==> config.mk <==
export PLATFORM = sky130hd
export DESIGN_NAME = minor_number_allocator_top_flat
export DESIGN_NICKNAME = d
export VERILOG_FILES = /design/src/sv/mna_pkg.sv /design/src/sv/mna_if.sv /design/src/sv/mna_map_ram.sv /design/src/sv/mna_bit_search.sv /design/src/sv/minor_number_allocator_top.sv /design/src/flat_wrapper.sv
export SDC_FILE = /design/constraint.sdc
export NUM_CORES = 1
export LEC_CHECK = 0
export BUFFER_PORTS_ARGS = -buffer_cell sky130_fd_sc_hd__buf_2
export CAP_MARGIN = 10
export CORE_UTILIZATION = 42
export CTS_BUF_LIST = sky130_fd_sc_hd__clkbuf_8 sky130_fd_sc_hd__clkbuf_16
export CTS_CLUSTER_DIAMETER = 40
export DETAILED_ROUTE_END_ITERATION = 8
export PLACE_DENSITY = 0.58
export SYNTH_ARGS = -nofsm -noshare
export SYNTH_HDL_FRONTEND = slang
export SYNTH_SLANG_ARGS = --single-unit
==> constraint.sdc <==
create_clock -name clk -period 7.1 [get_ports clk]
set_input_delay 1.065 -clock clk [delete_from_list [all_inputs] [get_ports clk]]
set_output_delay 1.065 -clock clk [all_outputs]
set_load 0.02 [all_outputs]
==> src/sv/mna_pkg.sv <==
// Shared constants and types for the minor number allocator.
`default_nettype none

package mna_pkg;

  localparam int DEF_MAX_IDS = 256;
  localparam int WORD_W      = 32;
  localparam int BIT_W       = $clog2(WORD_W);

  localparam int FUNC_W   = 2;
  localparam int ID_IN_W  = 8;
  localparam int ID_OUT_W = 8;
  localparam int CFG_W    = 9;

  localparam logic [CFG_W-1:0] CFG_RESET = 9'd256;

  localparam logic [FUNC_W-1:0] FUNC_ALLOC   = 2'd0;
  localparam logic [FUNC_W-1:0] FUNC_CLAIM   = 2'd1;
  localparam logic [FUNC_W-1:0] FUNC_RELEASE = 2'd2;

  localparam logic STATUS_DONE = 1'b0;
  localparam logic STATUS_FULL = 1'b1;

  typedef enum logic {
    SRCH_LOW_ZERO = 1'b0,
    SRCH_HIGH_ONE = 1'b1
  } srch_mode_t;

  typedef struct packed {
    logic             found;
    logic [BIT_W-1:0] bit_idx;
  } srch_res_t;

endpackage

`default_nettype wire

==> src/sv/mna_if.sv <==
// Request and result channel interfaces.
`default_nettype none

interface mna_req_if;
  logic                         valid;
  logic                         ready;
  logic [mna_pkg::FUNC_W-1:0]   func;
  logic [mna_pkg::ID_IN_W-1:0]  id_in;

  modport source (output valid, func, id_in, input ready);
  modport sink   (input valid, func, id_in, output ready);
endinterface

interface mna_rsp_if;
  logic                         valid;
  logic                         ready;
  logic                         status;
  logic [mna_pkg::ID_OUT_W-1:0] id_out;

  modport source (output valid, status, id_out, input ready);
  modport sink   (input valid, status, id_out, output ready);
endinterface

`default_nettype wire

==> src/sv/mna_map_ram.sv <==
// Used-map word memory with per-row valid flags and registered read.
`default_nettype none

module mna_map_ram #(
  parameter int ROWS  = 8,
  parameter int ROW_W = 3
) (
  input  wire logic                       clk,
  input  wire logic                       rst_n,
  input  wire logic                       we,
  input  wire logic [ROW_W-1:0]           waddr,
  input  wire logic [mna_pkg::WORD_W-1:0] wdata,
  input  wire logic [ROW_W-1:0]           raddr,
  output      logic [mna_pkg::WORD_W-1:0] rdata
);

  logic [mna_pkg::WORD_W-1:0] mem [ROWS];
  logic [ROWS-1:0]            vld_r;
  logic [mna_pkg::WORD_W-1:0] rd_r;
  logic                       rd_vld_r;
  logic                       bypass;

  assign bypass = we && (waddr == raddr);

  always_ff @(posedge clk) begin
    if (we) begin
      mem[waddr] <= wdata;
    end
    rd_r <= bypass ? wdata : mem[raddr];
  end

  always_ff @(posedge clk) begin
    if (!rst_n) begin
      vld_r    <= '0;
      rd_vld_r <= 1'b0;
    end else begin
      if (we) begin
        vld_r[waddr] <= 1'b1;
      end
      rd_vld_r <= bypass || vld_r[raddr];
    end
  end

  assign rdata = rd_vld_r ? rd_r : '0;

endmodule

`default_nettype wire

==> src/sv/mna_bit_search.sv <==
// Shared word search: lowest clear bit under a mask, or highest set bit.
`default_nettype none

module mna_bit_search (
  input  wire logic [mna_pkg::WORD_W-1:0] word,
  input  wire logic [mna_pkg::WORD_W-1:0] mask,
  input  wire mna_pkg::srch_mode_t        mode,
  output      mna_pkg::srch_res_t         res
);

  logic [mna_pkg::WORD_W-1:0] cand;

  always_comb begin
    cand = (mode == mna_pkg::SRCH_LOW_ZERO) ? (~word & mask) : (word & mask);
    res  = '0;
    for (int i = 0; i < mna_pkg::WORD_W; i++) begin
      if (cand[i] && ((mode == mna_pkg::SRCH_HIGH_ONE) || !res.found)) begin
        res.found   = 1'b1;
        res.bit_idx = mna_pkg::BIT_W'(i);
      end
    end
  end

endmodule

`default_nettype wire

==> src/sv/minor_number_allocator_top.sv <==
// Top level: request sequencer, used-map, highest-ID tracking and result register.
// Claim and next-above-highest allocate: read-modify-write of one map row, then DONE and the result register.
// Release: clear the ID's bit (in-range IDs only), then a top-down row scan, one 32-bit row per cycle.
// Allocate falling back to lowest-free search scans the rows bottom-up from row 0.
// Ready rises again in the cycle after the result is registered; ROWS = MAX_IDS/32, rounded up.
// Reset clears row valid flags at once (no clearing pass); the ID count (cfg_cnt_r) resets to 256.
`default_nettype none

module minor_number_allocator_top #(
  parameter int MAX_IDS = mna_pkg::DEF_MAX_IDS
) (
  input  wire logic                      clk,
  input  wire logic                      rst_n,
  mna_req_if.sink                        in_req,
  mna_rsp_if.source                      out_rsp,
  input  wire logic                      cfg_we,
  input  wire logic [mna_pkg::CFG_W-1:0] cfg_wdata
);

  localparam int WORD_W = mna_pkg::WORD_W;
  localparam int BIT_W  = mna_pkg::BIT_W;
  localparam int ROWS   = (MAX_IDS + WORD_W - 1) / WORD_W;
  localparam int ROW_W  = (ROWS > 1) ? $clog2(ROWS) : 1;
  localparam int FULL_W = ROW_W + BIT_W;
  localparam int CMP_W  = ((FULL_W > mna_pkg::CFG_W) ? FULL_W : mna_pkg::CFG_W) + 1;
  localparam logic [ROW_W-1:0] TOP_ROW = ROW_W'(ROWS - 1);

  typedef enum logic [4:0] {
    ST_IDLE    = 5'b00001,
    ST_RMW     = 5'b00010,
    ST_SCAN_UP = 5'b00100,
    ST_SCAN_DN = 5'b01000,
    ST_DONE    = 5'b10000
  } state_t;

  state_t                          state_r, state_nxt;
  logic [mna_pkg::CFG_W-1:0]       cfg_cnt_r;
  logic [mna_pkg::FUNC_W-1:0]      op_r, op_nxt;
  logic [FULL_W-1:0]               tgt_r, tgt_nxt;
  logic [FULL_W-1:0]               hi_r, hi_nxt;
  logic                            any_r, any_nxt;
  logic                            res_status_r, res_status_nxt;
  logic [mna_pkg::ID_OUT_W-1:0]    res_id_r, res_id_nxt;
  logic [ROW_W-1:0]                rd_row_r;
  logic                            out_valid_r;
  logic                            out_status_r;
  logic [mna_pkg::ID_OUT_W-1:0]    out_id_r;

  logic                            ram_we;
  logic [ROW_W-1:0]                ram_waddr;
  logic [WORD_W-1:0]               ram_wdata;
  logic [ROW_W-1:0]                ram_raddr;
  logic [WORD_W-1:0]               rd_data;

  logic [CMP_W-1:0]                cfg_ext, max_ext, eff, eff_row, row_ext, id_ext;
  logic [WORD_W-1:0]               lim_mask, srch_mask, tgt_bit, hit_bit;
  logic [FULL_W-1:0]               grant;
  logic [FULL_W-1:0]               in_tgt;
  mna_pkg::srch_mode_t             srch_mode;
  mna_pkg::srch_res_t              srch;
  logic                            accept, out_free;

  // effective count and per-row limit mask
  always_comb begin
    cfg_ext = CMP_W'(cfg_cnt_r);
    max_ext = CMP_W'(MAX_IDS);
    if (cfg_ext == '0) begin
      eff = CMP_W'(1);
    end else if (cfg_ext > max_ext) begin
      eff = max_ext;
    end else begin
      eff = cfg_ext;
    end
    eff_row = eff >> BIT_W;
    row_ext = CMP_W'(rd_row_r);
    if (row_ext < eff_row) begin
      lim_mask = '1;
    end else if (row_ext == eff_row) begin
      lim_mask = ~({WORD_W{1'b1}} << eff[BIT_W-1:0]);
    end else begin
      lim_mask = '0;
    end
  end

  assign srch_mode = (state_r == ST_SCAN_DN) ? mna_pkg::SRCH_HIGH_ONE : mna_pkg::SRCH_LOW_ZERO;
  assign srch_mask = (state_r == ST_SCAN_DN) ? '1 : lim_mask;

  mna_bit_search u_search (
    .word (rd_data),
    .mask (srch_mask),
    .mode (srch_mode),
    .res  (srch)
  );

  mna_map_ram #(
    .ROWS  (ROWS),
    .ROW_W (ROW_W)
  ) u_map (
    .clk   (clk),
    .rst_n (rst_n),
    .we    (ram_we),
    .waddr (ram_waddr),
    .wdata (ram_wdata),
    .raddr (ram_raddr),
    .rdata (rd_data)
  );

  assign in_req.ready = (state_r == ST_IDLE);
  assign accept       = in_req.valid && in_req.ready;
  assign out_free     = !out_valid_r || out_rsp.ready;
  assign id_ext       = CMP_W'(in_req.id_in);
  assign in_tgt       = FULL_W'(in_req.id_in);
  assign tgt_bit      = WORD_W'(1) << tgt_r[BIT_W-1:0];
  assign hit_bit      = WORD_W'(1) << srch.bit_idx;
  assign grant        = {rd_row_r, srch.bit_idx};

  always_comb begin
    state_nxt      = state_r;
    op_nxt         = op_r;
    tgt_nxt        = tgt_r;
    hi_nxt         = hi_r;
    any_nxt        = any_r;
    res_status_nxt = res_status_r;
    res_id_nxt     = res_id_r;
    ram_we         = 1'b0;
    ram_waddr      = tgt_r[FULL_W-1:BIT_W];
    ram_wdata      = rd_data | tgt_bit;
    ram_raddr      = rd_row_r;
    unique case (state_r)
      ST_IDLE: begin
        if (accept) begin
          op_nxt         = in_req.func;
          tgt_nxt        = in_tgt;
          res_status_nxt = mna_pkg::STATUS_DONE;
          res_id_nxt     = in_req.id_in;
          state_nxt      = ST_DONE;
          case (in_req.func)
            mna_pkg::FUNC_ALLOC: begin
              if (!any_r) begin
                tgt_nxt   = '0;
                ram_raddr = '0;
                state_nxt = ST_RMW;
              end else if ((CMP_W'(hi_r) + CMP_W'(1)) < eff) begin
                tgt_nxt   = FULL_W'(hi_r + FULL_W'(1));
                ram_raddr = tgt_nxt[FULL_W-1:BIT_W];
                state_nxt = ST_RMW;
              end else begin
                ram_raddr = '0;
                state_nxt = ST_SCAN_UP;
              end
            end
            mna_pkg::FUNC_CLAIM: begin
              if (id_ext < max_ext) begin
                ram_raddr = in_tgt[FULL_W-1:BIT_W];
                state_nxt = ST_RMW;
              end
            end
            mna_pkg::FUNC_RELEASE: begin
              if (id_ext < max_ext) begin
                ram_raddr = in_tgt[FULL_W-1:BIT_W];
                state_nxt = ST_RMW;
              end else begin
                ram_raddr = TOP_ROW;
                state_nxt = ST_SCAN_DN;
              end
            end
            default: ;
          endcase
        end
      end
      ST_RMW: begin
        ram_we = 1'b1;
        if (op_r == mna_pkg::FUNC_RELEASE) begin
          ram_wdata = rd_data & ~tgt_bit;
          ram_raddr = TOP_ROW;
          state_nxt = ST_SCAN_DN;
        end else begin
          if (!any_r || (tgt_r > hi_r)) begin
            hi_nxt = tgt_r;
          end
          any_nxt = 1'b1;
          if (op_r == mna_pkg::FUNC_ALLOC) begin
            res_id_nxt = mna_pkg::ID_OUT_W'(tgt_r);
          end
          state_nxt = ST_DONE;
        end
      end
      ST_SCAN_UP: begin
        if (srch.found) begin
          ram_we    = 1'b1;
          ram_waddr = rd_row_r;
          ram_wdata = rd_data | hit_bit;
          if (!any_r || (grant > hi_r)) begin
            hi_nxt = grant;
          end
          any_nxt    = 1'b1;
          res_id_nxt = mna_pkg::ID_OUT_W'(grant);
          state_nxt  = ST_DONE;
        end else if (rd_row_r == TOP_ROW) begin
          res_status_nxt = mna_pkg::STATUS_FULL;
          res_id_nxt     = '0;
          state_nxt      = ST_DONE;
        end else begin
          ram_raddr = ROW_W'(rd_row_r + ROW_W'(1));
        end
      end
      ST_SCAN_DN: begin
        if (srch.found) begin
          hi_nxt    = grant;
          any_nxt   = 1'b1;
          state_nxt = ST_DONE;
        end else if (rd_row_r == '0) begin
          hi_nxt    = '0;
          any_nxt   = 1'b0;
          state_nxt = ST_DONE;
        end else begin
          ram_raddr = ROW_W'(rd_row_r - ROW_W'(1));
        end
      end
      ST_DONE: begin
        if (out_free) begin
          state_nxt = ST_IDLE;
        end
      end
      default: state_nxt = ST_IDLE;
    endcase
  end

  always_ff @(posedge clk) begin
    if (!rst_n) begin
      state_r     <= ST_IDLE;
      cfg_cnt_r   <= mna_pkg::CFG_RESET;
      hi_r        <= '0;
      any_r       <= 1'b0;
      out_valid_r <= 1'b0;
    end else begin
      state_r <= state_nxt;
      hi_r    <= hi_nxt;
      any_r   <= any_nxt;
      if (cfg_we) begin
        cfg_cnt_r <= cfg_wdata;
      end
      if (state_r == ST_DONE && out_free) begin
        out_valid_r <= 1'b1;
      end else if (out_rsp.ready) begin
        out_valid_r <= 1'b0;
      end
    end
  end

  always_ff @(posedge clk) begin
    op_r         <= op_nxt;
    tgt_r        <= tgt_nxt;
    res_status_r <= res_status_nxt;
    res_id_r     <= res_id_nxt;
    rd_row_r     <= ram_raddr;
    if (state_r == ST_DONE && out_free) begin
      out_status_r <= res_status_r;
      out_id_r     <= res_id_r;
    end
  end

  assign out_rsp.valid  = out_valid_r;
  assign out_rsp.status = out_status_r;
  assign out_rsp.id_out = out_id_r;

  a_hi_zero_when_empty: assert property (@(posedge clk) disable iff (!rst_n)
    !any_r |-> hi_r == '0)
    else $error("highest ID nonzero while map empty");

  a_busy_after_accept: assert property (@(posedge clk) disable iff (!rst_n)
    accept |=> !in_req.ready)
    else $error("request taken while previous one still in progress");

  a_write_states: assert property (@(posedge clk) disable iff (!rst_n)
    ram_we |-> (state_r == ST_RMW || state_r == ST_SCAN_UP))
    else $error("map written outside a modify state");

  a_full_gives_zero: assert property (@(posedge clk) disable iff (!rst_n)
    out_rsp.valid && out_rsp.status == mna_pkg::STATUS_FULL |-> out_rsp.id_out == '0)
    else $error("full result with nonzero ID");

  a_done_loads_output: assert property (@(posedge clk) disable iff (!rst_n)
    state_r == ST_DONE && out_free |=> out_rsp.valid && state_r == ST_IDLE)
    else $error("finished request not presented");

endmodule

`default_nettype wire

==> src/flat_wrapper.sv <==
// flat-port wrapper written by rule: the top's interface ports become plain ports
module minor_number_allocator_top_flat 
#(
  parameter int MAX_IDS = mna_pkg::DEF_MAX_IDS
)
  (clk, rst_n, cfg_we, cfg_wdata, in_req_valid, in_req_func, in_req_id_in, in_req_ready, out_rsp_valid, out_rsp_status, out_rsp_id_out, out_rsp_ready);
  mna_req_if in_req_i ();
  mna_rsp_if out_rsp_i ();
  input  wire logic clk;
  input  wire logic rst_n;
  input  wire logic cfg_we;
  input  wire logic [mna_pkg::CFG_W-1:0] cfg_wdata;
  input wire logic [$bits(in_req_i.valid)-1:0] in_req_valid;
  input wire logic [$bits(in_req_i.func)-1:0] in_req_func;
  input wire logic [$bits(in_req_i.id_in)-1:0] in_req_id_in;
  output wire logic [$bits(in_req_i.ready)-1:0] in_req_ready;
  output wire logic [$bits(out_rsp_i.valid)-1:0] out_rsp_valid;
  output wire logic [$bits(out_rsp_i.status)-1:0] out_rsp_status;
  output wire logic [$bits(out_rsp_i.id_out)-1:0] out_rsp_id_out;
  input wire logic [$bits(out_rsp_i.ready)-1:0] out_rsp_ready;
  assign in_req_i.valid = in_req_valid;
  assign in_req_i.func = in_req_func;
  assign in_req_i.id_in = in_req_id_in;
  assign in_req_ready = in_req_i.ready;
  assign out_rsp_valid = out_rsp_i.valid;
  assign out_rsp_status = out_rsp_i.status;
  assign out_rsp_id_out = out_rsp_i.id_out;
  assign out_rsp_i.ready = out_rsp_ready;
  minor_number_allocator_top #(.MAX_IDS(MAX_IDS)) u_core (.clk(clk), .rst_n(rst_n), .in_req(in_req_i), .out_rsp(out_rsp_i), .cfg_we(cfg_we), .cfg_wdata(cfg_wdata));
endmodule
Word level (Yosys, flattened, before mapping)

Memory sizes are Yosys's and may differ from the RTL's. A register that Yosys moved wholly into a read port is not among the register bits.
Cells that the tools add are included.

Register bits: 64
Bits in latches: 0
Bits in writable memories: 256
ROM bits: 0
Input bits: 24
Memories: 1

Memory list:

| memory           | depth | bits a word | read ports | clocked after memory_dff | write ports | line              | text |
|---|---|---|---|---|---|---|---|
| u_core.u_map.mem | 8     | 32          | 1          | 1                        | 1           | mna_map_ram.sv:17 | `logic [mna_pkg::WORD_W-1:0] mem [ROWS];` |

Add/subtract/negate cells: 4
Multiply operators: 0
Div/mod/pow operators: 0
Order comparisons: 9
Equal/unequal tests: 22
Shift-type cells: 3
Mux-type cells: 105
Bitwise operators: 9
Reduce and logical (&&, ||, !) cells: 117

Operator list:

| kind                  | count |
|---|---|
| $mux 32               | 7 |
| $mux 6                | 32 |
| $mux 8                | 14 |
| $and 32x32->32        | 3 |
| $not 32->32           | 3 |
| $or 32x32->32         | 2 |
| $pmux 32 s2           | 1 |
| $shl 1x5->32 const A  | 2 |
| $pmux 8 s3            | 2 |
| $mux 5                | 9 |
| $mux 3                | 13 |
| $logic_and 1x1->1     | 35 |
| $logic_or 1x1->1      | 35 |
| $logic_not 1->1       | 33 |
| $shl 32x5->32 const A | 1 |
| $pmux 5 s5            | 1 |
| $mux 9                | 2 |
| $gt 8x8->1            | 2 |
| $mux 1                | 15 |
| $pmux 5 s3            | 1 |
| $ne 2x1->1 const B    | 6 |
| $pmux 3 s4            | 1 |
| $reduce_and 4->1      | 3 |
| $lt 10x10->1          | 1 |
| other kinds (37)      | 45 |

Longest topological paths before layout

Gate-level depths: netlist of run 1.

Word-level depth: 142
Gate-level depth with buffers: 35
Gate-level depth less buffers: 29

Cells and area by module

Synthesis of run 1 repeated with hierarchy kept, for this count alone.

Cells, all modules: 1417
Area total of the unflattened synthesis: 17174.0 um^2

By module, submodules not included:

| module                     | times used | cells an instance | area each (um^2) | sequential area each (um^2) |
|---|---|---|---|---|
| mna_map_ram                | 1          | 447               | 10292.4          | 7927.6 |
| minor_number_allocator_top | 1          | 690               | 5082.4           | 1381.3 |
| mna_bit_search             | 1          | 280               | 1799.2           | 0.0 |

Worst setup path before layout of run 1

OpenSTA, ideal clock, no wires.

Kind: reg-to-reg
Start point: reg u_core.cfg_cnt_r[8] in the netlist's numbering
End point: reg u_core.hi_r[4]
Setup time: 0.134 ns
Arrival time: 5.937 ns
Data required time: 6.966 ns
Path slack: 1.030 ns
Stages on the path, launching flop included: 36
Path through: dfxtp_1 -> clkbuf_1 -> clkinv_1 -> nand2_1 -> inv_1 -> ha_1 -> and3_1 -> clkbuf_1 -> a22oi_1 -> nand2_1 -> o21a_1 -> o31ai_1 -> and4_1 -> buf_4 -> buf_6 -> a31oi_1 -> and2_1 -> o211ai_1 -> a41oi_1 -> nor2_2 -> inv_2 -> buf_4 -> ha_1 -> nor2b_1 -> o21a_1 -> o21ai_0 -> nand2b_1 -> a21oi_1 -> o21ai_0 -> o21ai_0 -> a22o_1 -> a221oi_2 -> inv_1 -> buf_2 -> a221oi_1 -> a211oi_1

Cells in the longest elaborated chain, start to end: 139
Elaborated cells on any way between the ends: 149

Ends and longest elaborated chain:

| what                              | line                              | text |
|---|---|---|
| start, declared                   | minor_number_allocator_top.sv:37  | `logic [mna_pkg::CFG_W-1:0] cfg_cnt_r;` |
| start signal, assigned            | minor_number_allocator_top.sv:232 | `cfg_cnt_r <= mna_pkg::CFG_RESET;` |
| start signal, assigned            | minor_number_allocator_top.sv:241 | `cfg_cnt_r <= cfg_wdata;` |
| $gt 9x9->1                        | minor_number_allocator_top.sv:69  | `end else if (cfg_ext > max_ext) begin` |
| $mux 9                            | minor_number_allocator_top.sv:69  |  |
| $mux 9 (*)                        | minor_number_allocator_top.sv:67  | `if (cfg_ext == '0) begin` |
| $shl 32x5->32                     | minor_number_allocator_top.sv:79  | `lim_mask = ~({WORD_W{1'b1}} << eff[BIT_W-1:0]);` |
| $not 32->32                       | minor_number_allocator_top.sv:79  |  |
| $mux 32                           | minor_number_allocator_top.sv:78  | `end else if (row_ext == eff_row) begin` |
| $mux 32 (*)                       | minor_number_allocator_top.sv:76  | `if (row_ext < eff_row) begin` |
| $mux 32 (*)                       | minor_number_allocator_top.sv:86  | `assign srch_mask = (state_r == ST_SCAN_DN) ? '1 : lim_mask;` |
| [... 123 more ...]                | n/a                               |  |
| $logic_not 1->1                   | mna_bit_search.sv:17              | `if (cand[i] && ((mode == mna_pkg::SRCH_HIGH_ONE) \|\| !res.found)) begin` |
| $logic_or 1x1->1                  | mna_bit_search.sv:17              |  |
| $logic_and 1x1->1                 | mna_bit_search.sv:17              |  |
| $mux 6 (*)                        | mna_bit_search.sv:17              |  |
| $gt 8x8->1                        | minor_number_allocator_top.sv:193 | `if (!any_r \|\| (grant > hi_r)) begin` |
| $logic_or 1x1->1                  | minor_number_allocator_top.sv:193 |  |
| $ne 2x1->1 (no source line)       | n/a                               |  |
| $reduce_and 6->1 (no source line) | n/a                               |  |
| end signal, assigned              | minor_number_allocator_top.sv:238 | `hi_r <= hi_nxt;` |
| end, declared                     | minor_number_allocator_top.sv:40  | `logic [FULL_W-1:0] hi_r, hi_nxt;` |

Mark *: on every way between the ends. The rest lies on a longest branch, timed or not. The select of a mux whose other input is x is not followed.
A chain may end at the register's enable or synchronous reset.

Final worst setup path of run 1

Start point: reg u_core.cfg_cnt_r[8] in the netlist's numbering
End point: reg u_core.hi_r[6]

The elaborated chain is that of the path after synthesis.

==> flow_metrics.env, run 1 <==
export IMPL_synth_register_bits=320
export IMPL_drv_cap=0
export IMPL_grt_pass1_wl_um=79100
export IMPL_outcome="finished clean"
export IMPL_timing_critical_path_fanout_max=13
export IMPL_port_buffers=34
export IMPL_worstSetupPathType="flip-flop to flip-flop"
export IMPL_synth_area_leaders="edfxtp_1 49%, mux4_2 5.9%, dfxtp_1 4.2%"
export IMPL_setup_reg_to_reg_worst_slack_ns=0.58
export IMPL_synth_area_um2=17300
export IMPL_max_clock_freq_mhz=153
export IMPL_core_area_um2=40200
export IMPL_grt_util_all_layers_pct=25.5
export IMPL_layout_nets=1530
export IMPL_cts_buffers=48
export IMPL_min_delay_start="u_core.res_id_r[5]"
export IMPL_initial_utilization_pct=43.0
export IMPL_critPathCaptureType="flip-flop"
export IMPL_pwr_share_comb_pct=29.0
export IMPL_synth_area_leader="edfxtp_1"
export IMPL_avgSynthCellArea_um2=12.3
export IMPL_ys_flop_type="edfxtp_1"
export IMPL_postSynth_asyncResetShare_pct=0
export IMPL_clk_latency_ns=0.58
export IMPL_synth_fa_ha_area_share_pct=2.53
export IMPL_r2r_end="u_core.hi_r[6]"
export IMPL_holdPathEnd="u_core.out_rsp.id_out[5]"
export IMPL_min_delay_path_depth=0
export IMPL_worst_path_most_repeated_cell="o21ai_0"
export IMPL_detail_route_wirelength_um=53100
export IMPL_numPlacedInstances=1945
export IMPL_synth_warning_count=0
export IMPL_seq_area_frac_synth_pct=53.5
export IMPL_synth_edf_count=284
export IMPL_synthMuxAreaShare_pct=10.3
export IMPL_cts_max_level=2
export IMPL_layout_commonest_cell="edfxtp_1"
export IMPL_clock_tree_buffer_depth=3
export IMPL_drt_pass1_iter_count=8
export IMPL_synthSimpleGateAreaFrac_pct=12.1
export IMPL_crit_required_ns=7.52
export IMPL_hp_class="flip-flop to flip-flop"
export IMPL_hpwl_detailed_um=37200
export IMPL_synth_compound_area_share_pct=16.8
export IMPL_p_leak_uw=0.00693
export IMPL_clkPwrFrac_pct=36.2
export IMPL_power_switching_share_pct=33.7
export IMPL_post_route_cell_area_um2=19900
export IMPL_cp_slowest_stage_delay_ns=0.48
export IMPL_power_density_nw_per_um2=332
export IMPL_timing_max_slew_rel_slack_pct=23.3
export IMPL_area_of_the_die_um2=42000
export IMPL_cts_repair_timing_setup_buffer_count=0
export IMPL_worstPathArrival_ns=6.94
export IMPL_final_setup_tns_ns=0
export IMPL_placedInstanceArea_um2=18200
export IMPL_power_sequential_fraction_pct=34.7
export IMPL_drc=0
export IMPL_slew_violations=0
export IMPL_combinational_family_with_the_most_area_after_synthesis="compound AO/OA/AOI/OAI gates"
export IMPL_grt_antenna_before_repair=0
export IMPL_final_period_utilization_pct=91.8
export IMPL_final_core_util_pct=49.5
export IMPL_worstReg2RegStart="u_core.cfg_cnt_r[8]"
export IMPL_internal_power_uw=4390
export IMPL_cts_tree="yes"
export IMPL_chip_width_um=205
export IMPL_fin_worst_skew_ns=0.0245
export IMPL_globalRouteOverflowTotal=0
export IMPL_detail_route_wl_per_cell_um=26.1
export IMPL_clock_tree_root_cell="clkbuf_16"
export IMPL_gp_congestion=0.991
export IMPL_ios=35
export IMPL_grt_max_degree=57
export IMPL_drive_above_1_share_pct=20.8
export IMPL_power_switching_uw=2230
export IMPL_cts_reportedPaths_clkPinSlew_ns=0.06
export IMPL_antenna_left=0
export IMPL_fillerInstances=3565
export IMPL_max_vdd_ir_drop_mv=0.209
export IMPL_layout_common_cells="284 x edfxtp_1, 92 x o21ai_0, 89 x nand2_1"
export IMPL_post_synth_inst_count=1410
export IMPL_setup_worst_path_start_class="flip-flop"
export IMPL_ys_types=110
export IMPL_syn_num_nets=1469
export IMPL_vias_per_cell=6.32
export IMPL_chipHeight_um=205
export IMPL_number_of_global_route_vias_before_repair=12600
export IMPL_cts_num_sinks=320
export IMPL_grt_setup_unrepaired="false"
export IMPL_synth_top_cell_area_share_pct=49.4
export IMPL_hold_viol_final=0
export IMPL_period_needed_ns=6.52
export IMPL_detailroute_via_count=12900
export IMPL_yosys_area_share_xor_xnor_pct=0.608
export IMPL_crit_path_top_delay_cell="dfxtp_2"
export IMPL_setup_violations=0
export IMPL_worst_slew_pin_transition_ns=1.14
export IMPL_core_rowCount=73
export IMPL_area_growth_syn_to_fin_pct=15.2
export IMPL_r2r_cells=26
export IMPL_finish_cell_count_without_fillers=2037
export IMPL_drt_first_iter_violations=1232
per-stage QoR:
step                      hold WS, ns  setup slack (ns)  total power (µW)
after floorplan                 0.400              1.03              3690
after global placement          0.404             0.573              4220
after detailed placement        0.405             0.290              4230
after CTS                       0.410             0.296              6640
after global routing            0.418           0.00156              6880
final                           0.409             0.579              6620
worst max-delay path, delay by kind of cell, from the launching register on:
family	cells	cell delay, ns
AO/OA/AOI/OAI	14	3.04
buffers and inverters	4	0.77
flip-flops	1	0.48
AND/OR/NAND/NOR	6	1.44
adder cells (fa/ha/maj)	2	0.63
worst max path at each step:
stage | startpoint | to | cells after the start
floorplan | u_core.cfg_cnt_r[8] | u_core.hi_r[4] | 35
global placement | u_core.cfg_cnt_r[8] | u_core.hi_r[3] | 29
detailed placement | u_core.cfg_cnt_r[8] | u_core.hi_r[6] | 30
CTS | u_core.cfg_cnt_r[8] | u_core.hi_r[6] | 30
global route | u_core.cfg_cnt_r[8] | u_core.hi_r[3] | 26
finish | u_core.cfg_cnt_r[8] | u_core.hi_r[6] | 26
synth_stat cells, types with 10 or more instances:
library cell / n
edfxtp_1: 284
o21ai_0: 92
nand2_1: 90
nor2_1: 90
inv_1: 51
a21oi_1: 47
mux4_2: 45
nand3_1: 38
dfxtp_1: 36
ha_1: 35
clkbuf_1: 32
o31ai_1: 31
nor3_1: 30
mux2i_1: 26
buf_2: 25
a31oi_1: 23
nor2b_1: 22
o22ai_1: 20
and3_1: 19
a211oi_1: 16
mux2_2: 16
nand4_1: 16
buf_4: 14
o21a_1: 14
a22oi_1: 13
and2_1: 13
nand3b_1: 13
nand2b_1: 12
mux4_1: 11
xnor2_1: 10
final cells by class:
cell class	instances	area [µm²]	share of cell area (%)
sequential	320	9260	46.5
inverter	58	218	1.09
multi-input combinational	951	7410	37.2
tap	525	657	3.30
clock buffer	49	1230	6.16
antenna	1	2.50	0.0126
timing repair buffer	92	703	3.53
clock inverter	41	440	2.21
registers in the layout (all words and copies together), names as in the netlist:
signal / count
u_core.out_rsp.id_out: 8
u_core.rd_row_r: 3
u_core.state_r: 5
u_core.u_map.rd_vld_r: 1
u_core.u_map.mem: 256
u_core.tgt_r: 8
u_core.op_r: 2
u_core.hi_r: 8
u_core.out_rsp.status: 1
u_core.out_rsp.valid: 1
u_core.res_id_r: 8
u_core.u_map.vld_r: 8
u_core.res_status_r: 1
u_core.any_r: 1
u_core.cfg_cnt_r: 9
power groups by stage:
stage	clock network (µW)	registers [µW]	logic, µW
5_1_grt	2510	2300	2070
6_report	2400	2300	1920
4_1_cts	2440	2290	1910
3_5_place_dp	0	2330	1900
2_1_floorplan	0	2260	1430
3_3_place_gp	0	2330	1890
logic make-up after synthesis:
family / Yosys count
AO/OA/AOI/OAI: 406
AND/OR/NAND/NOR: 397
multiplexers: 101
buffers and inverters: 139
flip-flops: 320
XOR/XNOR: 12
adder cells (fa/ha/maj): 35
metal layers:
layer / global-route usage [%] / up-vias / part of all wire, %
met5: 0 / - / 0
met4: 9.65 / 0 / 3.3
met3: 4.06 / 134 / 7.0
met2: 40.9 / 565 / 46
met1: 34.8 / 6428 / 44
li1: - / 5753 / -
what timing repair did:
action | in CTS | in global routing
setup endpoints to repair | 0 | 7
hold buffers | 0 | 0
resized for setup | 0 | 6
Power figures use the tool's default switching activity.
==> run 2: changes to the inputs <==
RECOVER_POWER = 50   (was not set)
==> run 2 against run 1 <==
  * Clock power is essentially flat
  * Maximum frequency shrank 0.76%
  * Count of clock-buffer cells in the layout is the same
  * Largest cell class unchanged
  * Wire length shrank 0.54%
  * Total power shrank 0.30%
  * Via count shrank 0.26%
  * Combinational power is essentially flat
  * Critical path type unchanged
  * Die area is the same
  * Core utilization shrank 0.28 points
  * Critical path depth is the same
  * Critical endpoint unchanged
==> flow_metrics.env, run 2 (synthesis results as in run 1) <==
export IMPL_outcome="finished clean"
export IMPL_final_setup_tns_ns=0
export IMPL_cts_num_sinks=320
export IMPL_worst_slew_pin_transition_ns=1.23
export IMPL_slew_violations=0
export IMPL_crit_required_ns=7.52
export IMPL_initial_utilization_pct=43.0
export IMPL_worstPathArrival_ns=6.99
export IMPL_timing_max_slew_rel_slack_pct=17.8
export IMPL_fin_worst_skew_ns=0.0249
export IMPL_setup_reg_to_reg_worst_slack_ns=0.53
export IMPL_design_power_total_uw=6600
export IMPL_grt_max_degree=57
export IMPL_gp_congestion=0.991
export IMPL_layout_common_cells="284 x edfxtp_1, 92 x o21ai_0, 89 x nand2_1"
export IMPL_cts_buffers=48
export IMPL_grt_pass1_wl_um=79100
export IMPL_grt_util_all_layers_pct=25.5
export IMPL_core_rowCount=73
export IMPL_period_needed_ns=6.57
export IMPL_largest_register_ffs=256
export IMPL_hpwl_detailed_um=37200
export IMPL_pwr_share_comb_pct=28.9
export IMPL_area_of_the_die_um2=42000
export IMPL_layout_nets=1530
export IMPL_clkPwrFrac_pct=36.3
export IMPL_number_of_global_route_vias_before_repair=12600
export IMPL_chipHeight_um=205
export IMPL_clock_tree_buffer_depth=3
export IMPL_cts_tree="yes"
export IMPL_ios=35
export IMPL_internal_power_uw=4380
export IMPL_grt_antenna_before_repair=0
export IMPL_max_clock_freq_mhz=152
export IMPL_setup_worst_path_start_class="flip-flop"
export IMPL_detail_route_wl_per_cell_um=25.9
export IMPL_timing_critical_path_fanout_max=13
export IMPL_drt_first_iter_violations=1236
export IMPL_cts_max_level=2
export IMPL_drive_above_1_share_pct=19.3
export IMPL_power_density_nw_per_um2=333
export IMPL_drc=0
export IMPL_cts_hold_buffers_added=0
export IMPL_power_switching_uw=2220
export IMPL_final_period_utilization_pct=92.6
export IMPL_critPathCaptureType="flip-flop"
export IMPL_biggest_registers_after_layout="u_core.u_map.mem x256, u_core.cfg_cnt_r x9"
export IMPL_detail_route_wirelength_um=52800
export IMPL_layout_commonest_cell="edfxtp_1"
export IMPL_largest_register="u_core.u_map.mem"
export IMPL_drv_cap=0
export IMPL_area_growth_syn_to_fin_pct=14.6
export IMPL_clock_tree_root_cell="clkbuf_16"
export IMPL_setup_violations=0
export IMPL_power_switching_share_pct=33.6
export IMPL_r2r_cells=26
export IMPL_grt_setup_unrepaired="false"
export IMPL_chip_width_um=205
export IMPL_detailroute_via_count=12800
export IMPL_antenna_left=0
export IMPL_cts_reportedPaths_clkPinSlew_ns=0.06
export IMPL_clk_latency_ns=0.58
export IMPL_globalRouteOverflowTotal=0
export IMPL_hp_class="flip-flop to flip-flop"
export IMPL_port_buffers=34
export IMPL_worstReg2RegStart="u_core.cfg_cnt_r[8]"
export IMPL_vias_per_cell=6.31
export IMPL_core_area_um2=40200
export IMPL_p_leak_uw=0.00684
export IMPL_r2r_end="u_core.hi_r[6]"
export IMPL_fillerInstances=3588
export IMPL_holdPathEnd="u_core.out_rsp.id_out[5]"
export IMPL_min_delay_start="u_core.res_id_r[5]"
export IMPL_worstSetupPathType="flip-flop to flip-flop"
export IMPL_min_delay_path_depth=0
export IMPL_max_vdd_ir_drop_mv=0.207
export IMPL_drt_pass1_iter_count=6
export IMPL_power_sequential_fraction_pct=34.8
export IMPL_hold_viol_final=0
==> run 2: cell types whose count changed in the layout (fill, tap and decap cells not counted) <==
cell / change
clkbuf_1: +21
buf_2: -13
buf_4: -11
clkbuf_2: +6
buf_12: -3
and2_0: +2
and2_1: -1
and2_2: -1
o211ai_1: +1
o211ai_2: -1
o32ai_1: +1
o32ai_2: -1
==> run 2: metal layers <==
layer / part of all wire (%) / vias up / track usage, % / wire length (µm)
li1: - / 5759 / - / -
met1: 43 / 6417 / 34.8 / 22700
met2: 46 / 556 / 40.9 / 24500
met3: 7.5 / 115 / 4.06 / 3930
met4: 3.2 / 0 / 9.65 / 1710
met5: 0 / - / 0 / 0
==> run 2: area by class of cell <==
type / instances / area [µm²] / area share, %
inverter: 58 / 218 / 1.10
sequential: 320 / 9260 / 46.8
tap: 525 / 657 / 3.32
clock buffer: 49 / 1230 / 6.19
multi-input combinational: 951 / 7390 / 37.3
clock inverter: 41 / 440 / 2.22
timing repair buffer: 92 / 604 / 3.05
antenna: 1 / 2.50 / 0.0126
==> run 2: how the worst max path moves through the flow <==
stage | slack [ns] | start | depth (start not counted) | endpoint
after floorplan | 1.03 | u_core.cfg_cnt_r[8] | 35 | u_core.hi_r[4]
after global placement | 0.57 | u_core.cfg_cnt_r[8] | 29 | u_core.hi_r[3]
after detailed placement | 0.29 | u_core.cfg_cnt_r[8] | 30 | u_core.hi_r[6]
after CTS | 0.30 | u_core.cfg_cnt_r[8] | 30 | u_core.hi_r[6]
after global routing | 0.002 | u_core.cfg_cnt_r[8] | 26 | u_core.hi_r[3]
final | 0.53 | u_core.cfg_cnt_r[8] | 26 | u_core.hi_r[6]
==> run 2: timing repair <==
| item | in CTS | in global routing |
|---|---|---|
| endpoints found under the hold margin | 0 | 0 |
| setup buffers | 0 | 0 |
| endpoints found under the setup margin | 0 | 7 |
| resized for setup | 0 | 6 |
==> run 2: stage by stage <==
stage / area, µm² / std cells / setup WS (ns) / hold WS [ns] / util, %
global placement: 18200 / 1945 / 0.573 / 0.404 / 45.3
finish: 19800 / 2037 / 0.529 / 0.408 / 49.3
global route: 19800 / 2036 / 0.00154 / 0.418 / 49.3
floorplan: 17300 / 1410 / 1.03 / 0.400 / -
detailed placement: 18200 / 1945 / 0.290 / 0.405 / 45.3
CTS: 19900 / 2035 / 0.296 / 0.410 / 49.5
==> run 2: power groups by stage <==
stage / logic [µW] / registers [µW] / clock network [µW]
floorplan: 1430 / 2260 / 0
global placement: 1890 / 2330 / 0
detailed placement: 1900 / 2330 / 0
CTS: 1910 / 2290 / 2440
global route: 2050 / 2300 / 2510
finish: 1900 / 2300 / 2400
==> run 2: worst max-delay path: stages (launching register included) <==
cell and delay, ns:
dfxtp_2 0.48, clkinv_1 0.27, nand2_1 0.16, inv_1 0.05
ha_1 0.33, and3_1 0.32, o311ai_0 0.27, a32oi_1 0.44
o21ai_1 0.14, and3b_1 0.28, and4_2 0.29, buf_4 0.20
a31o_2 0.21, a21boi_0 0.33, and2_1 0.31, a21bo_2 0.31
ha_1 0.30, o21ai_0 0.07, nand2b_1 0.07, a21oi_1 0.06
o21ai_0 0.12, o21ai_0 0.09, a22o_1 0.24, a221oi_2 0.34
inv_1 0.26, a221oi_1 0.34, a211oi_1 0.10
==> run 3: changes to the inputs <==
SLEW_MARGIN = 25   (was not set)
clock period = 8.5 ns   (was 7.1 ns; I/O delays follow)
==> run 3 against run 2 <==
  * Sequential power shrank 16%
  * Final area down 1.7%
  * Critical path depth down 11
  * Wire length decreased by 0.20%
  * Non-clock buffer count down 25
  * The flow now finishes with violations (capacitance limit, slew limit)
  * Critical endpoint is now u_core.u_map.mem[5][27]
  * Total power decreased by 19%
  * Count of clock-buffer cells in the layout is the same
  * Sequential cell count did not move
  * Global-route usage decreased by 0.080 points
  * Maximum frequency shrank 17%
  * First-iteration DRC count grew 11%
==> flow_metrics.env, run 3 (synthesis results as in run 1) <==
export IMPL_area_of_the_die_um2=42000
export IMPL_drc=0
export IMPL_grt_max_degree=76
export IMPL_cts_repair_timing_setup_buffer_count=0
export IMPL_worstSetupPathType="flip-flop to flip-flop"
export IMPL_clock_tree_buffer_depth=3
export IMPL_largest_register="u_core.u_map.mem"
export IMPL_timing_hold_ws_ns=0.416
export IMPL_max_clock_freq_mhz=127
export IMPL_hpwl_detailed_um=36400
export IMPL_slew_violations=133
export IMPL_antenna_cells=0
export IMPL_hp_class="flip-flop to flip-flop"
export IMPL_design_power_total_uw=5360
export IMPL_failed_checks="capacitance limit, slew limit"
export IMPL_area_sequential_um2=9260
export IMPL_power_density_nw_per_um2=275
export IMPL_setup_worst_path_start_class="flip-flop"
export IMPL_final_core_util_pct=48.4
export IMPL_worstSetupStartpoint="u_core.cfg_cnt_r[8]"
export IMPL_vias_per_cell=6.45
export IMPL_r2r_end="u_core.u_map.mem[5][27]"
export IMPL_grt_pass1_wl_um=79300
export IMPL_core_area_um2=40200
export IMPL_setup_violations=0
export IMPL_area_growth_syn_to_fin_pct=12.7
export IMPL_detail_route_wirelength_um=52700
export IMPL_worst_slew_pin_transition_ns=2.77
export IMPL_cts_max_level=2
export IMPL_number_of_global_route_vias_before_repair=12500
export IMPL_detailroute_via_count=12900
export IMPL_fin_worst_skew_ns=0.0317
export IMPL_grt_antenna_before_repair=0
export IMPL_drt_pass1_iter_count=6
export IMPL_globalRouteOverflowTotal=0
export IMPL_layout_nets=1502
export IMPL_timing_max_slew_rel_slack_pct=-85.6
export IMPL_final_period_utilization_pct=92.6
export IMPL_fillerInstances=3631
export IMPL_layout_commonest_cell="edfxtp_1"
export IMPL_grt_util_all_layers_pct=25.4
export IMPL_chipHeight_um=205
export IMPL_chip_width_um=205
export IMPL_cts_buffers=45
export IMPL_clock_tree_root_cell="clkbuf_16"
export IMPL_period_needed_ns=7.87
export IMPL_port_buffers=34
export IMPL_critPathCaptureType="flip-flop"
export IMPL_antenna_left=0
export IMPL_outcome="complete, but fails checks"
export IMPL_initial_utilization_pct=43.0
export IMPL_setup_reg_to_reg_worst_slack_ns=0.63
export IMPL_cp_endpoint="u_core.u_map.mem[5][27]"
export IMPL_p_leak_uw=0.00667
export IMPL_worstPathArrival_ns=8.10
export IMPL_biggest_registers_after_layout="u_core.u_map.mem x256, u_core.cfg_cnt_r x9"
export IMPL_worstReg2RegStart="u_core.cfg_cnt_r[8]"
export IMPL_grt_setup_unrepaired="false"
export IMPL_ios=35
export IMPL_core_rowCount=73
export IMPL_final_setup_tns_ns=0
export IMPL_largest_register_ffs=256
export IMPL_clk_latency_ns=0.58
export IMPL_drv_cap=5
export IMPL_multiInputGateArea_um2=7400
export IMPL_cts_reportedPaths_clkPinSlew_ns=0.06
export IMPL_crit_required_ns=8.73
export IMPL_timing_critical_path_fanout_max=25
export IMPL_drive_above_1_share_pct=17.1
export IMPL_detail_route_wl_per_cell_um=26.3
export IMPL_cts_tree="yes"
export IMPL_gp_congestion=0.982
export IMPL_hold_viol_final=0
export IMPL_max_vdd_ir_drop_mv=0.167
export IMPL_layout_common_cells="284 x edfxtp_1, 92 x o21ai_0, 89 x nand2_1"
export IMPL_r2r_cells=15
export IMPL_drt_first_iter_violations=1370
export IMPL_cts_num_sinks=320
-- run 3: worst min path at each step --
stage / start / endpoint / slack, ns / cells past startpoint
finish: u_core.res_id_r[0] / u_core.out_rsp.id_out[0] / 0.42 / 0
global route: u_core.res_id_r[2] / u_core.out_rsp.id_out[2] / 0.43 / 0
CTS: u_core.res_id_r[1] / u_core.out_rsp.id_out[1] / 0.42 / 0
detailed placement: u_core.res_id_r[1] / u_core.out_rsp.id_out[1] / 0.41 / 0
global placement: u_core.res_id_r[5] / u_core.out_rsp.id_out[5] / 0.40 / 0
floorplan: u_core.res_id_r[0] / u_core.out_rsp.id_out[0] / 0.40 / 0
-- run 3: cell type report --
cell class | instances | area share, %
Clock buffer | 49 | 6.12
Clock inverter | 31 | 1.77
Inverter | 58 | 1.12
Multi-Input combinational cell | 951 | 38.0
Sequential cell | 320 | 47.5
Tap cell | 525 | 3.37
Timing Repair Buffer | 67 | 2.06
-- run 3: repair_timing --
item | CTS | global route
resized for setup | 0 | 1
hold buffers | 0 | 0
endpoints found under the setup margin | 0 | 6
-- run 3: stage by stage --
stage / setup WS [ns] / cells / cell area (µm²)
6_report: 0.625 / 2001 / 19500
3_5_place_dp: 0.785 / 1920 / 18000
4_1_cts: 0.689 / 2000 / 19500
2_1_floorplan: 2.43 / 1410 / 17300
3_3_place_gp: 1.14 / 1920 / 18000
5_1_grt: 0.0880 / 2001 / 19500
-- run 3: routing by layer --
layer  track usage (%)  routed length (µm)
met2              38.9               23900
met3              3.93                4040
met4              10.3                1960
met5                 0                   0
met1              36.1               22800
-- run 3: power breakdown --
| group | switching, µW | internal, µW |
|---|---|---|
| sequential | 94.5 | 1840 |
| combinational | 960 | 585 |
| clock | 712 | 1170 |
-- run 3: worst max-delay path: stages, from the launching register on --
cell and delay [ns]:
dfxtp_1 0.60, clkinv_1 0.34, nand2_1 0.17, inv_1 0.06, ha_1 0.34, and4b_1 0.33
o21ai_0 0.31, and4_1 0.32, o311a_1 0.51, and4_1 0.32, buf_4 0.21, and3_1 0.37
nand2b_1 0.53, a21o_1 0.39, nor2_1 2.04, clkbuf_2 0.61
